`config.mk`:
```
export PLATFORM = sky130hd
export DESIGN_NAME = sacl_front
export DESIGN_NICKNAME = d
export VERILOG_FILES = /design/src/rtl/sacl_pkg.sv /design/src/rtl/sacl_front.sv
export SDC_FILE = /design/constraint.sdc
export NUM_CORES = 1
export LEC_CHECK = 0
export ABC_AREA = 1
export CELL_PAD_IN_SITES_DETAIL_PLACEMENT = 0
export CELL_PAD_IN_SITES_GLOBAL_PLACEMENT = 1
export CORE_MARGIN = 5
export CORE_UTILIZATION = 36
export DETAILED_ROUTE_END_ITERATION = 16
export DONT_BUFFER_PORTS = 1
export PLACE_DENSITY_LB_ADDON = 0.1
export SLEW_MARGIN = 10
export SYNTH_ARGS = -nofsm -noshare
export SYNTH_HDL_FRONTEND = slang
export SYNTH_SLANG_ARGS = --single-unit
```
`constraint.sdc`:
```
create_clock -name clk -period 2.7 [get_ports clk]
set_input_delay 0.675 -clock clk [delete_from_list [all_inputs] [get_ports clk]]
set_output_delay 0.675 -clock clk [all_outputs]
set_load 0.005 [all_outputs]
```
`src/rtl/sacl_pkg.sv`:
```
// ----------------------------------------------------------------------------
// sacl_pkg
// Shared constants, types and register codes for the set-associative cache
// lookup block.
// ----------------------------------------------------------------------------
package sacl_pkg;

    // Cache geometry
    localparam int WAYS         = 4;
    localparam int MAX_SET_BITS = 6;
    localparam int BLOCK_WIDTH  = 30;

    localparam int NUM_SETS = 1 << MAX_SET_BITS;
    localparam int SET_W    = (MAX_SET_BITS > 0) ? MAX_SET_BITS : 1;
    localparam int WAY_W    = (WAYS > 1) ? $clog2(WAYS) : 1;
    localparam int RANK_W   = WAY_W;

    // Fixed field widths
    localparam int ADDR_W     = 30;
    localparam int SET_OUT_W  = 6;
    localparam int WAY_OUT_W  = 2;
    localparam int EVBLK_W    = 30;
    localparam int CNT_W      = 32;
    localparam int OFFSET_W   = 4;
    localparam int SETBITS_W  = 3;
    localparam int CFG_IDX_W  = 2;
    localparam int CFG_DATA_W = 4;

    // Register indexes
    localparam logic [CFG_IDX_W-1:0] CFG_POLICY  = 2'd0;
    localparam logic [CFG_IDX_W-1:0] CFG_OFFSET  = 2'd1;
    localparam logic [CFG_IDX_W-1:0] CFG_SETBITS = 2'd2;

    // Register reset values
    localparam logic                 RST_POLICY  = 1'b0;
    localparam logic [OFFSET_W-1:0]  RST_OFFSET  = 4'd2;
    localparam logic [SETBITS_W-1:0] RST_SETBITS = 3'd6;

    // Replacement policy codes
    localparam logic POLICY_FIFO = 1'b0;
    localparam logic POLICY_LRU  = 1'b1;

    // Request queue depth
    localparam int QUEUE_DEPTH = 2;
    localparam int QPTR_W      = (QUEUE_DEPTH > 1) ? $clog2(QUEUE_DEPTH) : 1;

    // Classified request passed from front to back
    typedef struct packed {
        logic [BLOCK_WIDTH-1:0] blk;
        logic [SET_W-1:0]       set;
    } req_t;

    // One set row in the tag RAM: tags, LRU ranks and FIFO pointer
    typedef struct packed {
        logic [WAYS-1:0][BLOCK_WIDTH-1:0] tags;
        logic [WAYS-1:0][RANK_W-1:0]      rank;
        logic [WAY_W-1:0]                 fptr;
    } row_t;

    localparam int ROW_W = $bits(row_t);

    // Result handed to the output port
    typedef struct packed {
        logic                 hit;
        logic [SET_OUT_W-1:0] set_index;
        logic [WAY_OUT_W-1:0] way_used;
        logic                 evicted;
        logic [EVBLK_W-1:0]   evicted_block;
        logic [CNT_W-1:0]     hit_total;
        logic [CNT_W-1:0]     miss_total;
    } res_t;

    // Back-end state machine
    typedef enum logic {
        BK_IDLE,
        BK_LOOKUP
    } bk_state_t;

endpackage

```
`src/rtl/sacl_front.sv`:
```
// ----------------------------------------------------------------------------
// sacl_front
// Holds the configuration registers and classifies each incoming address
// into its block number and set.
// ----------------------------------------------------------------------------
module sacl_front
    import sacl_pkg::*;
(
    input  logic                  clk,
    input  logic                  rst_n,
    input  logic                  cfg_we,
    input  logic [CFG_IDX_W-1:0]  cfg_index,
    input  logic [CFG_DATA_W-1:0] cfg_data,
    input  logic [ADDR_W-1:0]     word_address,
    output req_t                  req,
    output logic                  policy
);

    logic                 policy_reg,  policy_next;
    logic [OFFSET_W-1:0]  offset_reg,  offset_next;
    logic [SETBITS_W-1:0] setbits_reg, setbits_next;

    logic [ADDR_W-1:0]      shifted;
    logic [BLOCK_WIDTH-1:0] blk;
    logic [SETBITS_W-1:0]   sb;
    logic [SET_W-1:0]       set_mask;

    // Register write decode
    always_comb
    begin
        policy_next  = policy_reg;
        offset_next  = offset_reg;
        setbits_next = setbits_reg;
        if (cfg_we)
        begin
            unique case (cfg_index)
                CFG_POLICY:  policy_next  = cfg_data[0];
                CFG_OFFSET:  offset_next  = cfg_data[OFFSET_W-1:0];
                CFG_SETBITS: setbits_next = cfg_data[SETBITS_W-1:0];
                default:     ;
            endcase
        end
    end

    always_ff @(posedge clk or negedge rst_n)
    begin
        if (!rst_n)
        begin
            policy_reg  <= RST_POLICY;
            offset_reg  <= RST_OFFSET;
            setbits_reg <= RST_SETBITS;
        end
        else
        begin
            policy_reg  <= policy_next;
            offset_reg  <= offset_next;
            setbits_reg <= setbits_next;
        end
    end

    // Block number and set selection
    always_comb
    begin
        shifted  = word_address >> offset_reg;
        blk      = BLOCK_WIDTH'(shifted);
        sb       = (setbits_reg > SETBITS_W'(MAX_SET_BITS)) ?
                   SETBITS_W'(MAX_SET_BITS) : setbits_reg;
        set_mask = ~({SET_W{1'b1}} << sb);
        req.blk  = blk;
        req.set  = SET_W'(blk) & set_mask;
    end

    assign policy = policy_reg;

endmodule

```
======== After elaboration in Yosys (flattened, before gate mapping) ========
Cells that the tools add are included.
operators by class
  shift operators ......................... 2
  $lt $le $gt $ge ......................... 1
  reduce and logical (&&, ||, !) cells .... 4
  mux-type cells .......................... 1
  equal/unequal tests ..................... 2
  bitwise operators ....................... 2
operators with widths
  operator               number
  $shr A30 B4 Y30        1
  $and A6 B6 Y6          1
  $not A6 Y6             1
  $reduce_and A2 Y1      3
  $shl A6 B3 Y6 const A  1
  $gt A3 B3 Y1 const B   1
  $mux W3                1
  $eq A2 B1 Y1 const B   1
  $eq A2 B2 Y1 const B   1
  $logic_not A2 Y1       1
storage, ports and cells
  input bits .............................. 39
  register bits ........................... 8
  output and inout bits ................... 37
  word-level logic and storage cells ...... 15

======== Depth between registers and ports, before layout ========
  depth after elaboration ................. 5
  depth in mapped cells ................... 9

======== Worst setup path after synthesis ========
OpenSTA, ideal clock, no wires.
  path kind ............................... input port to output port
  start point ............................. input word_address[28]
  end point ............................... output req[20] (netlist name)
  buffers on the path ..................... 0
  cell stages on the path ................. 8
  required time ........................... 2025 ps
  data arrival time ....................... 1244 ps
  path slack .............................. 781 ps
  cells stage by stage .................... inv_1 o21ai_1 inv_1 nand2_1 nand3_1 nand2_1 nand2_1 nand2_1
RTL lines
  element          line              RTL
  start, declared  sacl_front.sv:14  input logic [ADDR_W-1:0] word_address,
  end, declared    sacl_front.sv:15  output req_t req,

==> summary.md <==
The flow ran to the end, and the final reports show no timing, DRC or antenna violations. The slowest stage of the critical path is the sky130_fd_sc_hd__dfstp_2 cell. The number of vias per cell after detailed routing is 5.50. Summing every instance area after synthesis gives 1760 sq um.

Leaving out fill and tap cells, the most frequent cells in the layout are sky130_fd_sc_hd__nand3_1, sky130_fd_sc_hd__nand2_1, sky130_fd_sc_hd__inv_1. The via count of the first global-routing pass was 2011. After synthesis, the share of flip-flops with an asynchronous set or reset is 100%. Traced cell by cell, the critical path runs through buf_4 -> nand3_1 -> nand3_1 -> nand2_1 -> o21a_1. In the final routed layout, each cell accounts on average for 15.5 microns. Of the total power, the clock network draws 13.3%.

The run gives 6.07 mm as the routed wire length. The path type of the worst min-delay path is input pin to asynchronous set/reset pin. Measured against its own limit, the worst slew margin works out to 60.6%. The tree built by TritonCTS fans out to 8 sinks. In this run, synthesis inferred 0 flip-flops with an integrated enable. The most frequent standard cell in the layout excluding fill and tap cells is sky130_fd_sc_hd__nand3_1. At the worst endpoint, the arrival time is 1.69 ns. The number of antenna violations at the first check in global routing is 0, and the xor and xnor fraction of the mapped netlist area is 0%. The worst path meets setup with 0.339 ns of slack. The worst IR drop on VDD was 0.379 mV; the clock tree skew after final layout was 0 ns.

In this run the remaining antenna-violating nets after routing total 0. The run gives 32 as the maximum number of pins on one net before global-route repair. The tool flagged a number of max-cap violations equal to 0. The number of max-slew violations in the final report was 0. After Yosys synthesis, full adders, half adders and majority gates account for 0% of the synthesized area. For the final hold violation count, the log shows 0. The count of vias placed by the detailed router is 2150.

Global routing finished with a remaining overflow of 0. The detailed router finished its first iteration with 197 violations. The area share of and/or/nand/nor cells after synthesis is 65.8%. The run gives 0 as the DRC violation count after routing. The register clock-pin slew on the reported worst setup and hold paths was 0.04 ns; the minimum clock period after layout was 2.36 ns.

Summing the areas of all compound-gate instances in the mapped netlist gives 9.65% of the synthesized area. The final layout contains 364 nets. Yosys mapped the design onto 24 distinct sky130hd cell types. The largest stage delay on the critical path was 0.53 ns; the pin slew with the least headroom to its limit was 0.590 ns. Cell internal power was estimated by the tool at 496 uW. The cell family contributing the most delay on the critical path is flip-flops. The share of the Yosys chip area taken by registers is 11.6%. Setup violations remaining at the end of the flow were counted as 0.

Buffers inserted to repair hold after CTS numbered 0. The global-route wire length before repair was 9.81 mm. After synthesis, the mean cell area works out to 5.26 sq um. The vertical die dimension is 80.0 microns, and the setup slack after placement is 0.565 ns. Setup repair after global routing left no endpoint under its margin. Synthesis produced a netlist whose cell count is 335. STA classifies the critical path endpoint as an output port. Combinational logic burns 71.9% of the power.

The number of port buffers came out at 0. The analysis attributes to net switching a power of 613 uW. The total die area is 6400 sq um. The first detailed-routing pass took 4 iterations.

The final HPWL from detailed placement was 4.77 mm; the post-synthesis register bit count was 8. The initial standard-cell utilization of the core is 37.1%, and the highest fanout seen on the critical path is 30. By startpoint and endpoint, the worst setup path is classified as flop to output port. The initialized floorplan defines 25 standard-cell rows. Required time at the worst-slack endpoint: 2.03 ns.

CTS placed an instance of sky130_fd_sc_hd__clkbuf_8 at the clock tree root. In this run the standard cell core region covers 4750 sq um. The critical path buffer and inverter count works out to 1. Startpoint class of the critical path: a flop. TritonCTS created 3 clock buffers. Cells with a size suffix above 1 make up 10.2% of the layout. The analysis attributes to cell leakage a power of 0.000916 uW.

In this run, flip-flops and latches consume 14.7% of the power. By instance count, the cell type seen most on the critical path is sky130_fd_sc_hd__nand3_1. The power density relative to cell area was 611 nW/um^2; the upper clock frequency limit was 0.424 GHz.

The area growth from synthesis to layout is 2.84%. In this run switching power makes up 55.3% of total power. Synthesis produced a netlist with a net count of 374. The utilization after layout was 38.1%. Prevailing post-synth register cell: sky130_fd_sc_hd__dfrtp_1. The tools report the summed negative setup slack over all endpoints as 0 ns. Leaving out filler cells and counting taps, the final layout contains 391. The post-route clock period utilization was 87.5%; the width of the chip was 80.0 microns. The number of post-CTS setup repair buffers was 0; the proportion of synthesized area in mux cells was 0%. The tools report the number of instances in the placed design as 387. Combinational family with the most area after synthesis: simple AND/OR/NAND/NOR gates. During I/O placement, the number of pins put on the boundary was 76. For this run, the total global-route usage over all layers was measured as 19.0%.

For this run, the number of Yosys warnings is 0. Post-CTS repair changed the size of 0 cells. The maximum clock path buffer count was 2. At the end of routability-driven placement, the weighted congestion stood at 0.832. The H-tree depth is 1. The register with the most flip-flops in the layout has 4 of them. Clock network latency to the later pin of the worst-skew pair: 0.22 ns. TritonCTS built the clock tree.

0 antenna diodes ended up in the layout.
[through the flow]
step	power, uW	instance area, sq um	hold slack (ns)
6_report	1110	1810	0.142
5_1_grt	1240	1810	0.129
4_1_cts	1120	1810	0.135
3_5_place_dp	970	1770	0.380
3_3_place_gp	975	1770	0.380
2_1_floorplan	813	1760	0.379
[cells by family (layout without fill, tap and decap cells)]
logic type | Yosys count | count (layout)
simple gates | 254 | 254
buf+inv | 46 | 35
compound gates | 27 | 27
flops | 8 | 8
[path summary, 6_finish.rpt]
check | start | to | slack (ns) | depth (start not counted)
worst max-delay path | offset_reg[1] | req[15] | 0.34 | 5
worst min-delay path | rst_n | policy | 0.14 | 0
worst max register to register | offset_reg[1] | offset_reg[1] | 1.61 | 3
worst min register to register | policy | policy | 0.52 | 2
max in group asynchronous | rst_n | setbits_reg[2] | 2.38 | 0
min in group clk | policy | policy | 0.52 | 2
[cell type report]
type / count / area [sq um]
fillers: 579 / 2940
multi-input cells: 281 / 1330
flip-flops and latches: 8 / 204
well taps: 67 / 83.8
inverters: 22 / 82.6
repair buffers: 9 / 67.6
clock buffers: 4 / 45.0
[layer usage]
layer  share of wire (%)  GRT usage [%]
met1                  46           26.6
met2                  46           30.7
met3                 7.9           3.05
met4                0.64           3.38
met5                   0              0
[cell usage after synthesis (3+ instances only)]
cell,number,area [sq um]
sky130_fd_sc_hd__nand3_1,119,596
sky130_fd_sc_hd__nand2_1,108,405
sky130_fd_sc_hd__inv_1,20,75.1
sky130_fd_sc_hd__buf_2,14,70.1
sky130_fd_sc_hd__nand2_2,9,56.3
sky130_fd_sc_hd__nor2_1,9,33.8
sky130_fd_sc_hd__o21ai_0,9,45.0
sky130_fd_sc_hd__a21oi_1,6,30.0
sky130_fd_sc_hd__dfrtp_1,5,125
sky130_fd_sc_hd__o21a_1,5,37.5
sky130_fd_sc_hd__nand3_2,4,40.0
sky130_fd_sc_hd__buf_1,3,11.3
sky130_fd_sc_hd__buf_6,3,33.8
sky130_fd_sc_hd__clkbuf_1,3,11.3
sky130_fd_sc_hd__dfstp_2,3,78.8
sky130_fd_sc_hd__o211ai_1,3,22.5
[worst register-to-register path, cell delays in order (launching register included)]
cell                      delay [ns]
sky130_fd_sc_hd__dfstp_2        0.53
sky130_fd_sc_hd__buf_4          0.32
sky130_fd_sc_hd__nand2_1        0.09
sky130_fd_sc_hd__o21ai_0        0.08
[power groups by stage]
stage	logic (uW)	registers, uW	clock network (uW)
after CTS	808	164	153
final	797	163	147
after detailed placement	805	165	0
after global placement	810	165	0
after global routing	912	168	160
after floorplan	652	161	0
No activity file was read; power rests on OpenSTA's default activity.
