## src/rtl/sacl_pkg.sv

```systemverilog
// ----------------------------------------------------------------------------
// sacl_pkg
// Shared constants, types and register codes for the set-associative cache
// lookup block.
// ----------------------------------------------------------------------------
package sacl_pkg;

    // Cache geometry
    localparam int WAYS         = 4;
    localparam int MAX_SET_BITS = 6;
    localparam int BLOCK_WIDTH  = 30;

    localparam int NUM_SETS = 1 << MAX_SET_BITS;
    localparam int SET_W    = (MAX_SET_BITS > 0) ? MAX_SET_BITS : 1;
    localparam int WAY_W    = (WAYS > 1) ? $clog2(WAYS) : 1;
    localparam int RANK_W   = WAY_W;

    // Fixed field widths
    localparam int ADDR_W     = 30;
    localparam int SET_OUT_W  = 6;
    localparam int WAY_OUT_W  = 2;
    localparam int EVBLK_W    = 30;
    localparam int CNT_W      = 32;
    localparam int OFFSET_W   = 4;
    localparam int SETBITS_W  = 3;
    localparam int CFG_IDX_W  = 2;
    localparam int CFG_DATA_W = 4;

    // Register indexes
    localparam logic [CFG_IDX_W-1:0] CFG_POLICY  = 2'd0;
    localparam logic [CFG_IDX_W-1:0] CFG_OFFSET  = 2'd1;
    localparam logic [CFG_IDX_W-1:0] CFG_SETBITS = 2'd2;

    // Register reset values
    localparam logic                 RST_POLICY  = 1'b0;
    localparam logic [OFFSET_W-1:0]  RST_OFFSET  = 4'd2;
    localparam logic [SETBITS_W-1:0] RST_SETBITS = 3'd6;

    // Replacement policy codes
    localparam logic POLICY_FIFO = 1'b0;
    localparam logic POLICY_LRU  = 1'b1;

    // Request queue depth
    localparam int QUEUE_DEPTH = 2;
    localparam int QPTR_W      = (QUEUE_DEPTH > 1) ? $clog2(QUEUE_DEPTH) : 1;

    // Classified request passed from front to back
    typedef struct packed {
        logic [BLOCK_WIDTH-1:0] blk;
        logic [SET_W-1:0]       set;
    } req_t;

    // One set row in the tag RAM: tags, LRU ranks and FIFO pointer
    typedef struct packed {
        logic [WAYS-1:0][BLOCK_WIDTH-1:0] tags;
        logic [WAYS-1:0][RANK_W-1:0]      rank;
        logic [WAY_W-1:0]                 fptr;
    } row_t;

    localparam int ROW_W = $bits(row_t);

    // Result handed to the output port
    typedef struct packed {
        logic                 hit;
        logic [SET_OUT_W-1:0] set_index;
        logic [WAY_OUT_W-1:0] way_used;
        logic                 evicted;
        logic [EVBLK_W-1:0]   evicted_block;
        logic [CNT_W-1:0]     hit_total;
        logic [CNT_W-1:0]     miss_total;
    } res_t;

    // Back-end state machine
    typedef enum logic {
        BK_IDLE,
        BK_LOOKUP
    } bk_state_t;

endpackage

```

## src/rtl/sacl_queue.sv

```systemverilog
// ----------------------------------------------------------------------------
// sacl_queue
// Short request FIFO between the front and the back end.
// ----------------------------------------------------------------------------
module sacl_queue
    import sacl_pkg::*;
(
    input  logic clk,
    input  logic rst_n,
    input  logic push,
    input  req_t push_data,
    input  logic pop,
    output req_t head,
    output logic full,
    output logic empty
);

    req_t              entry_reg [QUEUE_DEPTH];
    logic [QPTR_W-1:0] wptr_reg, wptr_next;
    logic [QPTR_W-1:0] rptr_reg, rptr_next;
    logic [QPTR_W:0]   count_reg, count_next;

    // Pointer and occupancy update
    always_comb
    begin
        wptr_next  = wptr_reg;
        rptr_next  = rptr_reg;
        count_next = count_reg;
        if (push)
        begin
            wptr_next = (wptr_reg == QPTR_W'(QUEUE_DEPTH - 1)) ? '0 : wptr_reg + 1'b1;
        end
        if (pop)
        begin
            rptr_next = (rptr_reg == QPTR_W'(QUEUE_DEPTH - 1)) ? '0 : rptr_reg + 1'b1;
        end
        if (push && !pop)
        begin
            count_next = count_reg + 1'b1;
        end
        else if (pop && !push)
        begin
            count_next = count_reg - 1'b1;
        end
    end

    always_ff @(posedge clk or negedge rst_n)
    begin
        if (!rst_n)
        begin
            wptr_reg  <= '0;
            rptr_reg  <= '0;
            count_reg <= '0;
        end
        else
        begin
            wptr_reg  <= wptr_next;
            rptr_reg  <= rptr_next;
            count_reg <= count_next;
        end
    end

    // Entry storage
    always_ff @(posedge clk)
    begin
        if (push)
        begin
            entry_reg[wptr_reg] <= push_data;
        end
    end

    assign head  = entry_reg[rptr_reg];
    assign full  = (count_reg == (QPTR_W + 1)'(QUEUE_DEPTH));
    assign empty = (count_reg == '0);

endmodule

```

## config.mk

```make
export PLATFORM = sky130hd
export DESIGN_NAME = sacl_queue
export DESIGN_NICKNAME = d
export VERILOG_FILES = /design/src/rtl/sacl_pkg.sv /design/src/rtl/sacl_queue.sv
export SDC_FILE = /design/constraint.sdc
export NUM_CORES = 1
export LEC_CHECK = 0
export BUFFER_PORTS_ARGS = -buffer_cell sky130_fd_sc_hd__buf_2
export CORE_MARGIN = 2
export CORE_UTILIZATION = 52
export CTS_CLUSTER_SIZE = 28
export DETAILED_ROUTE_END_ITERATION = 8
export GPL_TIMING_DRIVEN = 1
export PLACE_DENSITY = 0.84
export SLEW_MARGIN = 20
export SYNTH_ARGS = -nofsm -noshare
export SYNTH_HDL_FRONTEND = slang
export SYNTH_SLANG_ARGS = --single-unit
```

## constraint.sdc

```tcl
create_clock -name clk -period 3.1 [get_ports clk]
set_clock_uncertainty 0.15 [all_clocks]
set_input_delay 0.62 -clock clk [delete_from_list [all_inputs] [get_ports clk]]
set_output_delay 0.62 -clock clk [all_outputs]
set_load 0.02 [all_outputs]
```

; ---- After elaboration in Yosys (flattened, before gate mapping)
; Memory sizes are Yosys's and may differ from the RTL's.
; Cells that the tools add are included.
[totals]
elab_cells = 21
input_bits = 40
n_memories = 1
ff_bits = 4
out_inout_bits = 38
mem_bits_rw = 72
[classes]
reduce_logical = 6
add_sub_neg = 4
eq_ne = 1
mux = 6
[memory_table]
columns = memory, depth, word_bits, rd, rd_ports_with_merged_regs, wr, line_no
row1 = entry_reg, 2, 36, 1, 0, 1, sacl_queue.sv:18  ; req_t entry_reg [QUEUE_DEPTH];
[ops]
columns = op, count
row1 = $mux W1, 4
row2 = $mux W2, 2
row3 = $add A1 B1 Y1 const B, 2
row4 = $add A2 B1 Y2 const B, 1
row5 = $eq A2 B2 Y1 const B, 1
row6 = $logic_and A1 B1 Y1, 2
row7 = $logic_not A1 Y1, 2
row8 = $logic_not A2 Y1, 1
row9 = $reduce_bool A2 Y1, 1
row10 = $sub A2 B1 Y2 const B, 1

; ---- Logic depth before layout (Yosys ltp)
; Gate-level depths: netlist (run 1).
[depth]
ltp_word = 4
mapped_depth = 5
ltp_nobuf = 5

; ---- Worst setup path before layout (run 1)
; Ideal clock, no wire load.
[synth_path]
path_kind = input to register
from = in push
to = mem entry_reg[0][0] (netlist name), enable pin
t_arrival_ps = 2238
setup_slack_ps = 278
cell_stages = 1
required_time_ps = 2516
n_path_buf = 0
setup_time_ps = 434
path_cell_list = nor2b_1
[synth_between]
elab_chain_len = 2
[synth_lines]
columns = element, line_no
row1 = "start, declared", sacl_queue.sv:10  ; input logic push,
row2 = $mux W1, sacl_queue.sv:66  ; if (push)
row3 = $mux W1 (not written as such), sacl_queue.sv:68  ; entry_reg[wptr_reg] <= push_data;
row4 = "end, declared", sacl_queue.sv:18
; No other way between the ends.

==> results.sh, run 1 <==
export IMPL_drv_slew=0
export IMPL_grt_pass1_wl_um=6680
export IMPL_viasPerCell=4.78
export IMPL_reg2reg_slack_ps=1390
export IMPL_arrival_ps=1730
export IMPL_synth_area_top_cells="edfxtp_1 74%, mux2_4 15%, dfrtp_1 3.4%"
export IMPL_min_from="push_data[23]"
export IMPL_final_net_count=256
export IMPL_synth_cell_types=13
export IMPL_gp_congestion=0.716
export IMPL_switching_power_uw=1030
export IMPL_hp_class="primary input to flip-flop"
export IMPL_cp_start_kind="flip-flop"
export IMPL_synth_edf_count=72
export IMPL_pre_cts_ws_ps=938
export IMPL_cts_buffers=9
export IMPL_finalWorstSetupSlack_ps=604
export IMPL_required_ps=2330
export IMPL_worst_path_buf_inv=2
export IMPL_area_delta_synth_final_pct=21.3
export IMPL_cts_buffer_depth=2
export IMPL_grt_ovfl_total=0
export IMPL_cts_setup_buffers=0
export IMPL_ys_seq_area_share_pct=77.1
export IMPL_period_minus_slack_ps=2500
export IMPL_placementRows=27
export IMPL_cpPeakStageDelay_ps=600
export IMPL_syn_nets=169
export IMPL_detail_route_wl_per_cell_um=15.2
export IMPL_min_to="entry_reg[0][23]"
export IMPL_hold_path_depth=1
export IMPL_dr_pass1_iters=4
export IMPL_hpwlAfterDp_um=3050
export IMPL_drt_wl_total_um=4450
export IMPL_io_buffers=77
export IMPL_yosysMostFrequentCell="edfxtp_1"
export IMPL_synth_top_area_share_pct=73.7
export IMPL_yosys_top_cells_count="72 x edfxtp_1, 29 x mux2_4, 7 x mux2_2"
export IMPL_grt_max_degree=37
export IMPL_top_level_ports=78
export IMPL_endpoint_kind="output port"
export IMPL_finalSetupViolations=0
export IMPL_antenna_found_initial=0
export IMPL_timing_hold_ws_ps=320
export IMPL_syn_area_per_cell_um2=22.9
export IMPL_critPathKind="flip-flop to output port"
export IMPL_p_comb_share_pct=34.7
export IMPL_finish_utilization_pct=65.0
export IMPL_cellLeakagePower_uw=0.00145
export IMPL_async_flop_share_pct=5.26
export IMPL_antenna_left=0
export IMPL_cts_resized=0
export IMPL_final_design_area_no_fill_um2=3560
export IMPL_chipHeight_um=79.1
export IMPL_die_area_um2=6260
export IMPL_ir_drop_v=0.000477
export IMPL_clkTransAtPathRegs_ps=80
export IMPL_place_area_um2=3380
export IMPL_yosys_area_top_type="edfxtp_1"
export IMPL_reg2reg_depth=1
export IMPL_relSlewSlack_pct=42.7
export IMPL_hold_violations=0
export IMPL_drv_cap=0
export IMPL_route_detailed_drc=0
export IMPL_clk_latency_ps=330
export IMPL_crit_path_top_delay_cell="dfrtp_2"
export IMPL_die_x_um=79.1
export IMPL_max_freq_mhz=401
export IMPL_swShare_pct=31.6
export IMPL_rsz0062_at_grt="no"
export IMPL_clock_sinks=76
export IMPL_power_density_nw_per_um2=915
export IMPL_syn_inst=128
export IMPL_grt_pass1_vias=1372
export IMPL_grt_use_total_pct=15.0
export IMPL_fin_crit_sh_pct=80.5
export IMPL_tightest_slew_ps=860
export IMPL_diodes=0
export IMPL_r2r_end="entry_reg[1][14]"
export IMPL_syn_area_um2=2930
export IMPL_timing_setup_tns_ps=0
export IMPL_dr_first_iter_drc_count=92
export IMPL_r2r_start="wptr_reg"
export IMPL_vias=1395
export IMPL_cts_tree="yes"
export IMPL_drive_gt1_share_pct=59.5
export IMPL_fill_cells=400
export IMPL_synth_flop_cell="edfxtp_1"
export IMPL_cts_hold_buf=1
export IMPL_pwr_share_seq_pct=45.2
export IMPL_status="completed"
export IMPL_core_area_um2=5470
export IMPL_largest_register_ffs=72
export IMPL_ys_ff_latch=76
export IMPL_initial_utilization_pct=53.6
export IMPL_path_max_fanout=26
export IMPL_crit_family="flip-flops"
export IMPL_p_clk_share_pct=20.0
export IMPL_htreeDepth=3
export IMPL_intPower_uw=2230
export IMPL_cts_root_buf="clkbuf_8"
export IMPL_synth_warnings=0
export IMPL_crit_chain="buf_12, mux2_2, buf_2"
## worst max-delay path by stage
stage | start | depth (start not counted) | to | slack, ps
floorplan | push | 1 | entry_reg[0][0] | 280
global placement | rptr_reg | 3 | head[25] | 970
detailed placement | rptr_reg | 3 | head[35] | 940
CTS | rptr_reg | 3 | head[35] | 570
global route | rptr_reg | 3 | head[26] | 500
finish | rptr_reg | 3 | head[35] | 600
## through the flow
step | total power (uW) | cells
final | 3260 | 292
after global routing | 3420 | 292
after CTS | 3300 | 292
after detailed placement | 2650 | 275
after global placement | 2620 | 275
after floorplan | 2390 | 128
## logic make-up after synthesis
group	after synthesis	share of synthesized area, %
fa+ha+maj	1	0.426
flops	76	77.1
xor+xnor	5	1.49
mux	36	17.5
buf+inv	5	2.56
simple gates	5	0.896
## metal layers
metal / up-vias / global-route usage, % / routed length (um)
li1: 665 / - / -
met4: 0 / 7.24 / 62
met5: - / 0 / 0
met2: 47 / 24.1 / 2330
met3: 6 / 4.55 / 266
met1: 677 / 18.6 / 1790
## layout by cell type (no fill, tap or decap)
cell           instances
buf_2                 77
edfxtp_1              72
mux2_4                29
clkbuf_8              11
mux2_2                 7
xor2_1                 4
clkbuf_1               3
dfrtp_1                3
nor2_1                 2
clkinv_2               2
inv_1                  1
nor2b_1                1
and2_2                 1
nor2b_4                1
xnor2_1                1
ha_1                   1
dlygate4sd3_1          1
buf_4                  1
buf_12                 1
dfrtp_2                1
## layout make-up
| type | instances | area (um2) | area share [%] |
|---|---|---|---|
| clock buffers | 14 | 163 | 4.57 |
| multi-input cells | 47 | 606 | 17.0 |
| flip-flops and latches | 76 | 2260 | 63.6 |
| repair buffers | 80 | 423 | 11.9 |
| well taps | 72 | 90.1 | 2.53 |
| inverters | 1 | 3.75 | 0.105 |
| clock inverters | 2 | 10.0 | 0.281 |
## power groups by stage
stage	Sequential [uW]	Clock, uW	Combinational, uW
floorplan	1440	0	952
global placement	1490	0	1130
detailed placement	1500	0	1150
CTS	1480	665	1150
global route	1500	717	1200
finish	1470	652	1130
No activity file was read; power rests on OpenSTA's default activity.
==> run 2, diff against run 1 <==
ABC_AREA = 1   (was default)
clock period = 2.3 ns   (was 3.1 ns; I/O delays follow)
==> run 2 against run 1 <==
Against the previous run: synthesized cell count is 7.0% higher; cell count is 4.5% higher; sequential cell count did not move; largest power group unchanged; highest routed layer unchanged.
==> results.sh, run 2 <==
export IMPL_endpoint_kind="output port"
export IMPL_path_max_fanout=14
export IMPL_diodes=0
export IMPL_rsz0062_at_grt="no"
export IMPL_tightest_slew_ps=307
export IMPL_worst_path_buf_inv=2
export IMPL_dr_first_iter_drc_count=53
export IMPL_arrival_ps=1500
export IMPL_synth_area_top_cells="edfxtp_1 73%, mux2_4 15%, dfrtp_1 3.4%"
export IMPL_final_cell_mix="77 x buf_2, 72 x edfxtp_1, 29 x mux2_4"
export IMPL_finalWorstSetupSlack_ps=188
export IMPL_grt_ovfl_total=0
export IMPL_antenna_found_initial=0
export IMPL_syn_area_per_cell_um2=21.6
export IMPL_crit_path_top_delay_cell="dfrtp_2"
export IMPL_swShare_pct=32.0
export IMPL_placedCellCount=288
export IMPL_min_to="entry_reg[0][35]"
export IMPL_pwr_share_seq_pct=42.9
export IMPL_power_density_nw_per_um2=1240
export IMPL_place_area_um2=3420
export IMPL_htreeDepth=3
export IMPL_status="completed"
export IMPL_synth_flop_cell="edfxtp_1"
export IMPL_final_design_area_no_fill_um2=3630
export IMPL_vias=1513
export IMPL_synth_cell_types=14
export IMPL_chipHeight_um=79.4
export IMPL_route_detailed_drc=0
export IMPL_drt_wl_total_um=4540
export IMPL_clk_latency_ps=330
export IMPL_grt_pass1_wl_um=6960
export IMPL_switching_power_uw=1440
export IMPL_relSlewSlack_pct=79.5
export IMPL_detail_route_wl_per_cell_um=14.9
export IMPL_layout_commonest_cell="buf_2"
export IMPL_synth_edf_count=72
export IMPL_p_clk_share_pct=21.1
export IMPL_drv_cap=0
export IMPL_placementRows=27
export IMPL_cts_resized=0
export IMPL_cp_start_kind="flip-flop"
export IMPL_final_instance_count_excl_fill=305
export IMPL_cts_root_buf="clkbuf_8"
export IMPL_intPower_uw=3070
export IMPL_drive_gt1_share_pct=58.4
export IMPL_muxShareOfSynthArea_pct=17.4
export IMPL_synth_xor_area_share_pct=0.889
export IMPL_cts_buffers=9
export IMPL_clkTransAtPathRegs_ps=80
export IMPL_timing_setup_tns_ps=0
export IMPL_cts_tree="yes"
export IMPL_top_level_ports=78
export IMPL_r2r_start="wptr_reg"
export IMPL_yosys_area_top_type="edfxtp_1"
export IMPL_yosysMostFrequentCell="edfxtp_1"
export IMPL_drv_slew=0
export IMPL_crit_chain="buf_4, mux2_2, buf_2"
export IMPL_synth_fa_ha_area_share_pct=0.424
export IMPL_synth_top_area_share_pct=73.2
export IMPL_syn_inst=137
export IMPL_yosys_top_cells_count="72 x edfxtp_1, 29 x mux2_4, 7 x inv_1, 7 x mux2_2, 5 x nand2_1"
export IMPL_syn_area_um2=2950
export IMPL_initial_utilization_pct=53.6
export IMPL_final_net_count=269
export IMPL_min_from="push_data[35]"
export IMPL_ys_seq_area_share_pct=76.6
export IMPL_die_x_um=79.4
export IMPL_ys_ff_latch=76
export IMPL_p_comb_share_pct=36.0
export IMPL_gp_congestion=0.758
export IMPL_async_flop_share_pct=5.26
export IMPL_synth_top_family_by_area="multiplexers"
export IMPL_grt_pass1_vias=1518
export IMPL_crit_family="buffers and inverters"
export IMPL_finalSetupViolations=0
export IMPL_grt_use_total_pct=15.5
export IMPL_period_minus_slack_ps=2110
export IMPL_grt_max_degree=24
export IMPL_required_ps=1690
export IMPL_reg2reg_slack_ps=950
export IMPL_die_area_um2=6300
export IMPL_ir_drop_v=0.000734
export IMPL_synthSimpleGateAreaFrac_pct=1.40
export IMPL_reg2reg_depth=2
export IMPL_area_delta_synth_final_pct=22.7
export IMPL_antenna_left=0
export IMPL_finish_utilization_pct=65.8
export IMPL_synth_compound_area_share_pct=0
export IMPL_hold_path_depth=1
export IMPL_pre_cts_ws_ps=539
export IMPL_hold_violations=0
export IMPL_syn_nets=178
export IMPL_dr_pass1_iters=4
export IMPL_cellLeakagePower_uw=0.00150
export IMPL_fin_crit_sh_pct=91.8
export IMPL_critPathKind="flip-flop to output port"
export IMPL_cpPeakStageDelay_ps=380
export IMPL_max_freq_mhz=474
export IMPL_synth_warnings=0
export IMPL_viasPerCell=4.96
export IMPL_cts_buffer_depth=2
export IMPL_largest_register_ffs=72
export IMPL_core_area_um2=5510
export IMPL_clock_sinks=76
export IMPL_r2r_end="entry_reg[0][20]"
export IMPL_hp_class="primary input to flip-flop"
export IMPL_io_buffers=77
run 2: cell count changes in the layout (fill, tap and decap cells not counted), moves of 2 or more:
cell,delta
buf_4,+4
clkbuf_1,-3
clkbuf_8,-2
clkinvlp_4,+2
inv_1,+6
nand2_1,+5
xor2_1,-2
run 2: power groups by stage:
stage	combinational, uW	sequential, uW	clock (uW)
2_1_floorplan	1290	1940	0
3_3_place_gp	1620	1950	0
5_1_grt	1740	1960	1040
6_report	1620	1940	952
4_1_cts	1650	1940	980
3_5_place_dp	1650	1970	0
run 2: final cells by class:
| cell class | instances | area (um2) |
|---|---|---|
| multi-input cells | 50 | 602 |
| fillers | 386 | 1880 |
| repair buffers | 84 | 453 |
| clock buffers | 9 | 124 |
| clock inverters | 7 | 67.6 |
| flip-flops and latches | 76 | 2260 |
| well taps | 72 | 90.1 |
| inverters | 7 | 26.3 |
run 2: how the worst max path moves through the flow:
stage,from,endpoint,slack (ps),depth (start not counted)
2_1_floorplan,push,entry_reg[0][0],320,2
3_3_place_gp,rptr_reg,head[27],560,3
3_5_place_dp,rptr_reg,head[26],540,3
4_1_cts,rptr_reg,head[26],160,3
5_1_grt,rptr_reg,head[26],120,3
6_report,rptr_reg,head[26],190,3
run 2: cell families (layout without fill, tap and decap cells):
logic type | Yosys count | in the layout
xor+xnor | 3 | 3
fa+ha+maj | 1 | 1
buf+inv | 11 | 107
flops | 76 | 76
mux | 36 | 36
simple gates | 10 | 10
run 2: per-layer routing:
| metal | track usage [%] | part of all wire [%] |
|---|---|---|
| met5 | 0 | 0 |
| met3 | 4.30 | 5.3 |
| met1 | 18.2 | 41 |
| met4 | 10.2 | 2.4 |
| met2 | 25.2 | 51 |
run 2: per-stage QoR:
stage	total power, uW	hold WS [ps]
after floorplan	3230	14.4
after global placement	3570	125
after detailed placement	3620	127
after CTS	4570	135
after global routing	4740	135
final	4510	157
run 2: repair_timing:
item,in CTS,in global routing
endpoints found under the hold margin,4,0
buffers inserted,0,0
hold buffers,1,0
run 2: worst reg2reg max path, stage by stage, from the launching register on:
cell	delay, ps
dfrtp_1	430
nor2_4	130
buf_4	300
==> run 3, diff against run 2 <==
--- a/config.mk
+++ b/config.mk
@@ -6,5 +6,4 @@
 export NUM_CORES = 1
 export LEC_CHECK = 0
-export ABC_AREA = 1
 export BUFFER_PORTS_ARGS = -buffer_cell sky130_fd_sc_hd__buf_2
 export CORE_MARGIN = 2
--- a/constraint.sdc
+++ b/constraint.sdc
@@ -3,3 +3,3 @@
 set_input_delay 0.46 -clock clk [delete_from_list [all_inputs] [get_ports clk]]
 set_output_delay 0.46 -clock clk [all_outputs]
-set_load 0.02 [all_outputs]
+set_load 0.005 [all_outputs]
==> run 3 against run 2 <==
Against the previous run: register-to-register slack got worse by 160 ps; count of clock-buffer cells in the layout rose by 3; non-clock buffer count fell by 2; die area fell by 0.64%; wire length fell by 1.9%; utilization fell by 0.49 points; maximum frequency rose by 3.2%; sequential power barely moved; sequential share of layout area rose by 0.85 points; largest cell class unchanged; largest power group unchanged; highest routed layer unchanged.
==> results.sh, run 3 (same netlist as run 1, synthesis figures left out) <==
export IMPL_drive_gt1_share_pct=58.6
export IMPL_grt_use_total_pct=15.5
export IMPL_path_max_fanout=26
export IMPL_final_cell_mix="77 x buf_2, 72 x edfxtp_1, 29 x mux2_4"
export IMPL_drv_slew=0
export IMPL_area_delta_synth_final_pct=21.9
export IMPL_htreeDepth=3
export IMPL_final_net_count=258
export IMPL_cts_tree="yes"
export IMPL_die_area_um2=6260
export IMPL_max_freq_mhz=489
export IMPL_antenna_left=0
export IMPL_antenna_found_initial=0
export IMPL_cellLeakagePower_uw=0.00145
export IMPL_crit_family="flip-flops"
export IMPL_relSlewSlack_pct=75.6
export IMPL_grt_pass1_wl_um=6890
export IMPL_core_area_um2=5470
export IMPL_finalWorstSetupSlack_ps=254
export IMPL_drv_cap=0
export IMPL_grtUsageMet1_pct=18.5
export IMPL_required_ps=1690
export IMPL_reg2reg_depth=2
export IMPL_clock_sinks=76
export IMPL_detail_route_wl_per_cell_um=15.2
export IMPL_hp_class="primary input to flip-flop"
export IMPL_use_met3_pct=5.11
export IMPL_finalSetupViolations=0
export IMPL_initial_utilization_pct=53.6
export IMPL_timing_setup_tns_ps=0
export IMPL_io_buffers=77
export IMPL_layout_commonest_cell="buf_2"
export IMPL_period_minus_slack_ps=2050
export IMPL_fill_cells=412
export IMPL_arrival_ps=1440
export IMPL_largest_register_ffs=72
export IMPL_grt_ovfl_total=0
export IMPL_min_from="push_data[24]"
export IMPL_rsz0062_at_grt="no"
export IMPL_cts_setup_buffers=0
export IMPL_power_density_nw_per_um2=1130
export IMPL_drt_wl_total_um=4460
export IMPL_crit_path_top_delay_cell="dfrtp_2"
export IMPL_endpoint_kind="output port"
export IMPL_total_power_uw=4030
export IMPL_cp_start_kind="flip-flop"
export IMPL_top_level_ports=78
export IMPL_cp_depth=3
export IMPL_cts_hold_buf=1
export IMPL_status="completed"
export IMPL_worst_path_buf_inv=2
export IMPL_cts_resized=0
export IMPL_vias=1398
export IMPL_fin_crit_sh_pct=89.0
export IMPL_hold_violations=0
export IMPL_critPathKind="flip-flop to output port"
export IMPL_cpPeakStageDelay_ps=390
export IMPL_clkTransAtPathRegs_ps=70
export IMPL_tightest_slew_ps=365
export IMPL_route_detailed_drc=0
export IMPL_grt_pass1_vias=1425
export IMPL_ir_drop_v=0.000731
export IMPL_chipHeight_um=79.1
export IMPL_cts_buffer_depth=2
export IMPL_cts_root_buf="clkbuf_8"
export IMPL_die_x_um=79.1
export IMPL_viasPerCell=4.76
export IMPL_grt_busiest_layer="met2"
export IMPL_hpwlAfterDp_um=3040
export IMPL_dr_first_iter_drc_count=40
export IMPL_crit_start="rptr_reg"
export IMPL_hold_path_depth=1
export IMPL_dr_pass1_iters=4
export IMPL_r2r_start="wptr_reg"
export IMPL_diodes=0
export IMPL_crit_chain="buf_12, mux2_2, buf_2"
export IMPL_pre_cts_ws_ps=589
export IMPL_placementRows=27
export IMPL_grt_use_met2_pct=25.1
export IMPL_cts_buffers=9
export IMPL_gp_congestion=0.702
export IMPL_grt_max_degree=27
export IMPL_clk_latency_ps=330
## run 3: power breakdown
group / total [uW] / internal, uW / switching [uW]
Sequential: 1940 / 1840 / 96.8
Combinational: 1290 / 741 / 550
Clock: 794 / 380 / 414
## run 3: layer usage
metal  wire [um]  up-vias
li1            -      674
met1        1810      673
met2        2400       44
met3         187        7
met4          61        0
met5           0        -
## run 3: cell type report
cell class                 count  area (um2)  share of cell area, %
clock inverter                 4        16.3                  0.455
sequential                    76        2260                   63.3
multi-input combinational     47         606                   16.9
tap                           72        90.1                   2.52
timing repair buffer          82         463                   12.9
inverter                       1        3.75                  0.105
clock buffer                  12         135                   3.78
## run 3: path summary, 6_finish.rpt
| path | end | slack [ps] |
|---|---|---|
| worst max register to register | entry_reg[1][19] | 790 |
| min in group asynchronous | rptr_reg | 310 |
| worst min-delay path | entry_reg[0][24] | 160 |
| worst min register to register | count_reg[1] | 370 |
| max in group asynchronous | rptr_reg | 1560 |
| worst max-delay path | head[19] | 250 |
## run 3: through the flow
step,std cells,util [%],area (um2),hold slack (ps)
5_1_grt,294,65.4,3580,138
3_3_place_gp,277,62.4,3420,122
2_1_floorplan,128,-,2940,14.4
6_report,294,65.4,3580,163
3_5_place_dp,277,62.4,3420,120
4_1_cts,294,65.4,3580,142
